`src/sv/rpn_pkg.sv`:
```
// ----------------------------------------------------------------------------
// rpn_pkg
// types, constants and saturation functions shared by the stack calculator modules
// ----------------------------------------------------------------------------
package rpn_pkg;

   localparam int unsigned ValueWidth = 48;

   typedef logic signed [ValueWidth-1:0] value_type;

   typedef enum logic [3:0] {
      ACT_PUSH    = 4'd0,
      ACT_ADD     = 4'd1,
      ACT_SUB     = 4'd2,
      ACT_MUL     = 4'd3,
      ACT_DIV     = 4'd4,
      ACT_MOD     = 4'd5,
      ACT_SHOW    = 4'd6,
      ACT_DUP     = 4'd7,
      ACT_SWAP    = 4'd8,
      ACT_CLEAR   = 4'd9,
      ACT_EOL     = 4'd10,
      ACT_RECALL  = 4'd11,
      ACT_LATEST  = 4'd12,
      ACT_ASSIGN  = 4'd13,
      ACT_UNKNOWN = 4'd14,
      ACT_SPARE   = 4'd15
   } action_type;

   // request as classified by the front end
   typedef struct packed {
      action_type action;
      value_type  number_value;
      logic [4:0] variable_index;
      logic       bad_index;
   } request_type;

   localparam value_type ValueMax = {1'b0, {(ValueWidth-1){1'b1}}};
   localparam value_type ValueMin = {1'b1, {(ValueWidth-1){1'b0}}};

   // saturate a 50-bit signed sum into the value range
   function automatic value_type sat_sum(input logic signed [ValueWidth+1:0] s);
      if (s > $signed({{2{1'b0}}, ValueMax}))
         sat_sum = ValueMax;
      else if (s < $signed({{2{1'b1}}, ValueMin}))
         sat_sum = ValueMin;
      else
         sat_sum = s[ValueWidth-1:0];
   endfunction

   // magnitude and sign to value, saturated; mag is 130 bits wide
   function automatic value_type from_mag(input logic [129:0] mag, input logic neg);
      logic [ValueWidth-1:0] lim;
      logic [ValueWidth-1:0] lo;
      lim = neg ? ValueMin : ValueMax;
      if (mag > {82'd0, lim})
         lo = lim;
      else
         lo = mag[ValueWidth-1:0];
      from_mag = neg ? value_type'(-lo) : value_type'(lo);
   endfunction

endpackage

```
`src/sv/rpn_front.sv`:
```
// ----------------------------------------------------------------------------
// rpn_front
// accepts requests, classifies recall indexes, and queues them for the back end
// ----------------------------------------------------------------------------
module rpn_front #(
   parameter int unsigned VARIABLE_COUNT = 26
) (
   input  logic                 clock,
   input  logic                 reset,
   input  logic                 req_valid,
   output logic                 req_stall,
   input  logic [3:0]           req_action,
   input  logic signed [47:0]   req_number_value,
   input  logic [4:0]           req_variable_index,
   output logic                 q_valid,
   input  logic                 q_take,
   output rpn_pkg::request_type q_data
);
   import rpn_pkg::*;

   // two-entry queue
   request_type entry_ff [2];
   request_type entry_in;
   logic [1:0] count_ff, count_in;
   logic       rd_ptr_ff, rd_ptr_in, wr_ptr_ff, wr_ptr_in;
   logic       push_en, pop_en;

   assign req_stall = (count_ff == 2'd2);
   assign push_en   = req_valid && !req_stall;
   assign q_valid   = (count_ff != 2'd0);
   assign pop_en    = q_valid && q_take;
   assign q_data    = entry_ff[rd_ptr_ff];

   always_comb begin
      entry_in.action         = action_type'(req_action);
      entry_in.number_value   = req_number_value;
      entry_in.variable_index = req_variable_index;
      entry_in.bad_index      = ({27'd0, req_variable_index} >= VARIABLE_COUNT);
      rd_ptr_in = rd_ptr_ff ^ pop_en;
      wr_ptr_in = wr_ptr_ff ^ push_en;
      count_in  = count_ff + {1'b0, push_en} - {1'b0, pop_en};
   end

   always_ff @(posedge clock) begin
      if (reset) begin
         count_ff  <= 2'd0;
         rd_ptr_ff <= 1'b0;
         wr_ptr_ff <= 1'b0;
      end else begin
         count_ff  <= count_in;
         rd_ptr_ff <= rd_ptr_in;
         wr_ptr_ff <= wr_ptr_in;
      end
      if (push_en) entry_ff[wr_ptr_ff] <= entry_in;
   end

endmodule

```
`config.mk`:
```
export PLATFORM = sky130hd
export DESIGN_NAME = rpn_front
export DESIGN_NICKNAME = d
export VERILOG_FILES = /design/src/sv/rpn_pkg.sv /design/src/sv/rpn_front.sv
export SDC_FILE = /design/constraint.sdc
export NUM_CORES = 1
export LEC_CHECK = 0
export ABC_AREA = 1
export BUFFER_PORTS_ARGS = -buffer_cell sky130_fd_sc_hd__buf_2
export CAP_MARGIN = 15
export CORE_AREA = 2 2 93 95
export CTS_BUF_LIST = sky130_fd_sc_hd__clkbuf_4 sky130_fd_sc_hd__clkbuf_8
export CTS_CLUSTER_DIAMETER = 30
export DETAILED_ROUTE_END_ITERATION = 8
export DIE_AREA = 0 0 95 97
export HOLD_SLACK_MARGIN = 0.03
export PLACE_DENSITY = 0.95
export SKIP_CTS_REPAIR_TIMING = 1
export SLEW_MARGIN = 15
export SYNTH_ARGS = -nofsm -noshare
export SYNTH_HDL_FRONTEND = slang
export SYNTH_SLANG_ARGS = --single-unit
```
`constraint.sdc`:
```
create_clock -name clock -period 6.24 [get_ports clock]
set_input_delay 0.936 -clock clock [delete_from_list [all_inputs] [get_ports clock]]
set_output_delay 0.936 -clock clock [all_outputs]
set_load 0.01 [all_outputs]
```
==> metrics.md, run 1 <==
| Metric | Value |
|---|---|
| Status | complete, no violations |
| Die X | 95 um |
| Slowest CP cell | dfxtp_4 |
| IO Pins | 121 |
| WL final | 7.65 mm |
| Yosys top cell by area | edfxtp_1 |
| Rows | 33 |
| Crit Path Max Fanout | 60 |
| Die height | 97 um |
| Clock-pin slew of the registers on the worst-case setup and hold paths | 0.07 ns |
| Input/output buffers | 120 |
| Fraction of layout cells with a size suffix above 1 | 0.585 |
| CP arrival | 2.03 ns |
| # setup viols final | 0 |
| Synth cell types | 13 |
| Net count, final | 416 |
| Syn avg cell area | 21.8 um^2 |
| Hold crit path type | reg -> reg |
| Largest delay share family, worst path | flip-flops |
| Area Growth Syn to Fin | 22.4% |
| Synth area leaders | edfxtp_1 (74%), mux2_4 (18%), buf_12 (2.5%) |
| CTS tree | yes |
| Placer's final routability congestion estimate | 0.821 |
| Maximum vdd ir drop | 0.225 mV |
| Synth top area share | 0.736 |
| Worst Tran Pin Value | 1.10 ns |
| Post-DR vias/cell | 4.96 |
| Post-synthesis sequential area ratio | 0.753 |
| Fill cell count | 519 |
| CP peak stage delay | 1.07 ns |
| Crit Path Category | reg -> out |
| Clock Tree Buf Depth | 2 |
| TritonCTS buffer count | 17 |
| Core area | 8130 um^2 |
| Root buffer cell | clkbuf_8 |
| Total power | 2.47 mW |
| Max_slew headroom | 0.269 |
| Iter 0 DRT Violations | 116 |
| Most frequent cells in the layout | buf_2 (120), edfxtp_1 (116), mux2_4 (58) |
| Antenna Nets Post-Route | 0 |
| Fmax | 337 MHz |
| First-pass GRT wire length | 12.0 mm |
| Gr ovfl total | 0 |
| Commonest non-fill, non-tap cell in the layout | buf_2 |
| Max Slew Vio Count | 0 |
| Initial antenna violation count | 1 |
| Total track usage | 0.178 |
| RSZ-0062 raised after global routing | no |
| Worst-Skew Late Latency | 0.40 ns |
| Crit share post-route | 0.475 |
| CTS Sinks | 120 |
| Ys Warns | 0 |
| Wire per inst | 16.3 um |
| Final worst path period need | 2.96 ns |
| Max Cap Viol | 0 |
| Die area | 9220 um^2 |
| Starting density of the core | 0.582 |
| Setup TNS | 0 ns |
| Worst Setup Start Kind | flop |
| Pwr Density | 427 nW/um^2 |
| Synthesized area | 4730 um^2 |
| CTS H-Tree Depth | 4 |
| FF+latch count, synth | 120 |
| Drt first pass iters | 4 |
| Syn Nets | 282 |
| Remaining DRCs | 0 |
| WP data required | 5.30 ns |
| Worst path cell trace | mux2_4 -> buf_2 |
| Leak Pwr | 2.34 nW |
| Critical Path End Type | output pin |
| HPWL after DPL | 5.04 mm |
| Design Area, Final | 5790 um^2 |
| CP bufs+invs | 1 |
| Final Hold Fails | 0 |
| Largest net degree at the start of global routing | 61 |
| Number of global-route vias before repair | 2,532 |
| Area post-placement | 5360 um^2 |
| Skew final | 0.00509 ns |
| Vias | 2,333 |
| Synthesized instance count | 217 |
-- synth_stat cells, drive strengths merged --
cell,count
o21ai,1
a21oi,1
buf,7
nand2,5
nand3,2
inv,10
mux2,58
o211a,1
edfxtp,116
ha,4
nor2,8
dfxtp,4
-- power by group --
part | internal, mW | leakage [nW] | switching, mW
Combinational | 0.324 | 1.01 | 0.265
Clock | 0.437 | 0.208 | 0.304
Sequential | 1.05 | 1.12 | 0.0969
-- cell type report --
| class | instances | area, um^2 | area share |
|---|---|---|---|
| tap | 105 | 131 | 0.0227 |
| inverter | 10 | 37.5 | 0.00648 |
| timing repair buffer | 122 | 616 | 0.106 |
| antenna | 1 | 2.50 | 0.000432 |
| clock inverter | 15 | 199 | 0.0343 |
| multi-input combinational | 80 | 1000 | 0.173 |
| clock buffer | 17 | 234 | 0.0404 |
| sequential | 120 | 3570 | 0.616 |
-- final timing paths --
check,startpoint,endpoint,slack (ns),cells after the start
max reg2reg,count_ff[1]$_SDFF_PP0_,entry_ff[1][42]$_DFFE_PP_,4.07,5
min reg2reg,wr_ptr_ff$_SDFF_PP0_,wr_ptr_ff$_SDFF_PP0_,0.62,3
min,wr_ptr_ff$_SDFF_PP0_,wr_ptr_ff$_SDFF_PP0_,0.62,3
max,rd_ptr_ff$_SDFF_PP0_,q_data[36],3.28,2
-- cells by family (layout without fill, tap and decap cells) --
kind of cell             after synthesis  after routing  share of synthesized area
AO/OA/AOI/OAI                          3              3                    0.00423
buffers and inverters                 17            164                     0.0357
adder cells (fa/ha/maj)                4              4                     0.0106
multiplexers                          58             58                      0.184
AND/OR/NAND/NOR                       15             15                     0.0124
other                                  0              1                          0
flip-flops                           120            120                      0.753
-- flip-flops by register name, indices dropped and copies added, names as in the netlist --
| register | flops |
|---|---|
| entry_ff | 116 |
| count_ff | 2 |
| rd_ptr_ff | 1 |
| wr_ptr_ff | 1 |
-- worst reg2reg max path, delay by kind of cell (launching register included) --
family / cells / cell delay, ns
fa+ha+maj: 1 / 0.64
compound gates: 1 / 0.13
buf+inv: 3 / 0.73
flops: 1 / 0.31
-- per-stage QoR --
| step | worst slack (ns) | utilization | hold WS (ns) | instances |
|---|---|---|---|---|
| 2_1_floorplan | 3.29 | - | 0.532 | 217 |
| 3_3_place_gp | 3.50 | 0.659 | 0.570 | 437 |
| 3_5_place_dp | 3.45 | 0.659 | 0.600 | 437 |
| 4_1_cts | 3.23 | 0.712 | 0.622 | 469 |
| 5_1_grt | 3.18 | 0.712 | 0.667 | 469 |
| 6_report | 3.28 | 0.712 | 0.618 | 470 |
-- metal layers --
layer	track usage	share of wire	vias up
li1	-	-	1107
met1	0.192	0.38	1124
met2	0.310	0.54	89
met3	0.0592	0.056	13
met4	0.0814	0.017	0
met5	0	0	-
Power figures use the tool's default switching activity.
==> run 2: changes to the inputs <==
--- a/config.mk
+++ b/config.mk
@@ -8,13 +8,13 @@
 export ABC_AREA = 1
 export BUFFER_PORTS_ARGS = -buffer_cell sky130_fd_sc_hd__buf_2
 export CAP_MARGIN = 15
-export CORE_AREA = 2 2 93 95
+export CORE_AREA = 2 2 96 98
 export CTS_BUF_LIST = sky130_fd_sc_hd__clkbuf_4 sky130_fd_sc_hd__clkbuf_8
 export CTS_CLUSTER_DIAMETER = 30
 export DETAILED_ROUTE_END_ITERATION = 8
-export DIE_AREA = 0 0 95 97
+export DIE_AREA = 0 0 98 100
 export HOLD_SLACK_MARGIN = 0.03
-export PLACE_DENSITY = 0.95
+export PLACE_DENSITY = 0.91
 export SKIP_CTS_REPAIR_TIMING = 1
 export SLEW_MARGIN = 15
 export SYNTH_ARGS = -nofsm -noshare
==> constraint.sdc (replaced) <==
create_clock -name clock -period 2.8 [get_ports clock]
set_input_delay 0.42 -clock clock [delete_from_list [all_inputs] [get_ports clock]]
set_output_delay 0.42 -clock clock [all_outputs]
set_load 0.01 [all_outputs]
==> metrics.md, run 2 (synthesized netlist as in run 1, its figures left out) <==
| Metric | Value |
|---|---|
| Final worst path period need | 2.08 ns |
| Crit Path Category | reg -> out |
| Clock Tree Buf Depth | 2 (unchanged) |
| Max Slew Vio Count | 0 (unchanged) |
| Core area | 8890 um^2 (+9.3%) |
| Critical Path End Type | output pin |
| Area Growth Syn to Fin | 23.5% |
| Die X | 98 um (+3.2%) |
| Hold crit path type | in -> reg |
| Worst Setup Start Kind | flop |
| Min-delay src | req_number_value[35] |
| Root buffer cell | clkbuf_8 |
| Skew final | 0.0124 ns (+0.00730 ns) |
| Rows | 35 (+6.1%) |
| CP arrival | 1.66 ns (-0.37 ns) |
| Status | complete, no violations |
| WHS Path Cells | 1 (-2) |
| Final Hold Fails | 0 (unchanged) |
| CTS Sinks | 120 (unchanged) |
| Crit Path Max Fanout | 60 (unchanged) |
| WP data required | 2.38 ns (-2.92 ns) |
| # setup viols final | 0 (unchanged) |
| Antenna diodes | 0 (-1) |
| Clock-pin slew of the registers on the worst-case setup and hold paths | 0.07 ns (about the same) |
| Largest net degree at the start of global routing | 61 (unchanged) |
| RSZ-0062 raised after global routing | no |
| Crit share post-route | 0.742 |
| Max reg flops | 116 (unchanged) |
| TritonCTS buffer count | 17 (unchanged) |
| Fraction of layout cells with a size suffix above 1 | 0.589 (+0.00388) |
| Die height | 100 um (+3.1%) |
| CTS tree | yes |
| Total power | 5.54 mW (+120%) |
| Drt first pass iters | 4 (unchanged) |
| Total track usage | 0.159 (-0.0182) |
| Max Cap Viol | 0 (unchanged) |
| Post-DR vias/cell | 4.86 (-2.1%) |
| Worst Tran Pin Value | 0.448 ns (-0.649 ns) |
| Most frequent cells in the layout | buf_2 (120), edfxtp_1 (116), mux2_4 (58) |
| Hold Crit Endpoint | entry_ff[0][41]$_DFFE_PP_ |
| CTS H-Tree Depth | 4 (unchanged) |
| IO Pins | 121 (unchanged) |
| Iter 0 DRT Violations | 96 (-17%) |
| Die area | 9800 um^2 (+6.3%) |
| Setup TNS | 0 ns (unchanged) |
| R2r startpoint | count_ff[1]$_SDFF_PP0_ |
| First-pass GRT wire length | 11.6 mm (-2.7%) |
| Remaining DRCs | 0 (unchanged) |
| Placer's final routability congestion estimate | 0.790 (-3.8%) |
| Gr ovfl total | 0 (unchanged) |
| Wire per inst | 15.7 um (-3.7%) |
| WL final | 7.45 mm (-2.5%) |
| Biggest regs | entry_ff (116), count_ff (2) |
| Fmax | 481 MHz |
| Worst Reg-to-Reg Cells | 10 (+5) |
| Reg2reg end | count_ff[1]$_SDFF_PP0_ |
| Initial antenna violation count | 0 (-1) |
| Input/output buffers | 120 (unchanged) |
| Largest Register | entry_ff |
| Net count, final | 417 (+0.24%) |
| Number of global-route vias before repair | 2,444 (-3.5%) |
| Maximum vdd ir drop | 0.591 mV (+160%) |
| Antenna Nets Post-Route | 0 (unchanged) |
| Commonest non-fill, non-tap cell in the layout | buf_2 |
| Worst-Skew Late Latency | 0.41 ns (about the same) |
| HPWL after DPL | 4.78 mm (-5.1%) |
| Starting density of the core | 0.532 (-0.0495) |
| Leak Pwr | 2.36 nW (+0.81%) |
| Vias | 2,312 (-0.90%) |
| Max_slew headroom | 0.702 (+0.433) |
| Worst R2R Setup Slack | 1.16 ns (-2.91 ns) |
| Pwr Density | 948 nW/um^2 (+120%) |
[run 2: worst max-delay path by stage]
stage / from / end / slack (ns) / depth (start not counted)
floorplan: req_valid / entry_ff[1][0]$_DFFE_PP_ / 0.36 / 3
global placement: rd_ptr_ff$_SDFF_PP0_ / q_data[25] / 1.17 / 3
detailed placement: rd_ptr_ff$_SDFF_PP0_ / q_data[29] / 1.16 / 3
CTS: rd_ptr_ff$_SDFF_PP0_ / q_data[6] / 0.68 / 3
global route: rd_ptr_ff$_SDFF_PP0_ / q_data[18] / 0.64 / 3
finish: rd_ptr_ff$_SDFF_PP0_ / q_data[57] / 0.72 / 3
[run 2: critical path: stages, from the launching register on]
cell and delay [ns]:
dfxtp_4 0.35, buf_12 0.36, mux2_4 0.35, buf_2 0.14
[run 2: layout make-up]
type / count / area [um^2]
fill: 623 / 3040
sequential: 120 / 3570
multi-input combinational: 80 / 1000
clock buffer: 18 / 241
inverter: 10 / 37.5
timing repair buffer: 123 / 661
clock inverter: 14 / 195
tap: 111 / 139
[run 2: power by group]
part / switching [mW] / total (mW) / internal (mW)
sequential: 0.0840 / 2.42 / 2.33
combinational: 0.717 / 1.46 / 0.739
clock: 0.682 / 1.67 / 0.987
total: 1.48 / 5.54 / 4.06
[run 2: through the flow]
step / instance area, um^2 / hold WS, ns / utilization / std cells / setup WS [ns]
final: 5850 / 0.192 / 0.658 / 476 / 0.723
after global routing: 5850 / 0.151 / 0.658 / 476 / 0.643
after CTS: 5850 / 0.152 / 0.658 / 476 / 0.677
after detailed placement: 5410 / 0.610 / 0.608 / 444 / 1.16
after global placement: 5410 / 0.564 / 0.608 / 444 / 1.17
after floorplan: 4730 / 0.487 / - / 217 / 0.362
[run 2: metal layers]
layer,GRT usage,vias to the layer above,share of wire
met5,0,-,0
met4,0.0641,0,0.0032
met3,0.0648,2,0.072
met2,0.286,86,0.54
met1,0.167,1116,0.38
li1,-,1108,-
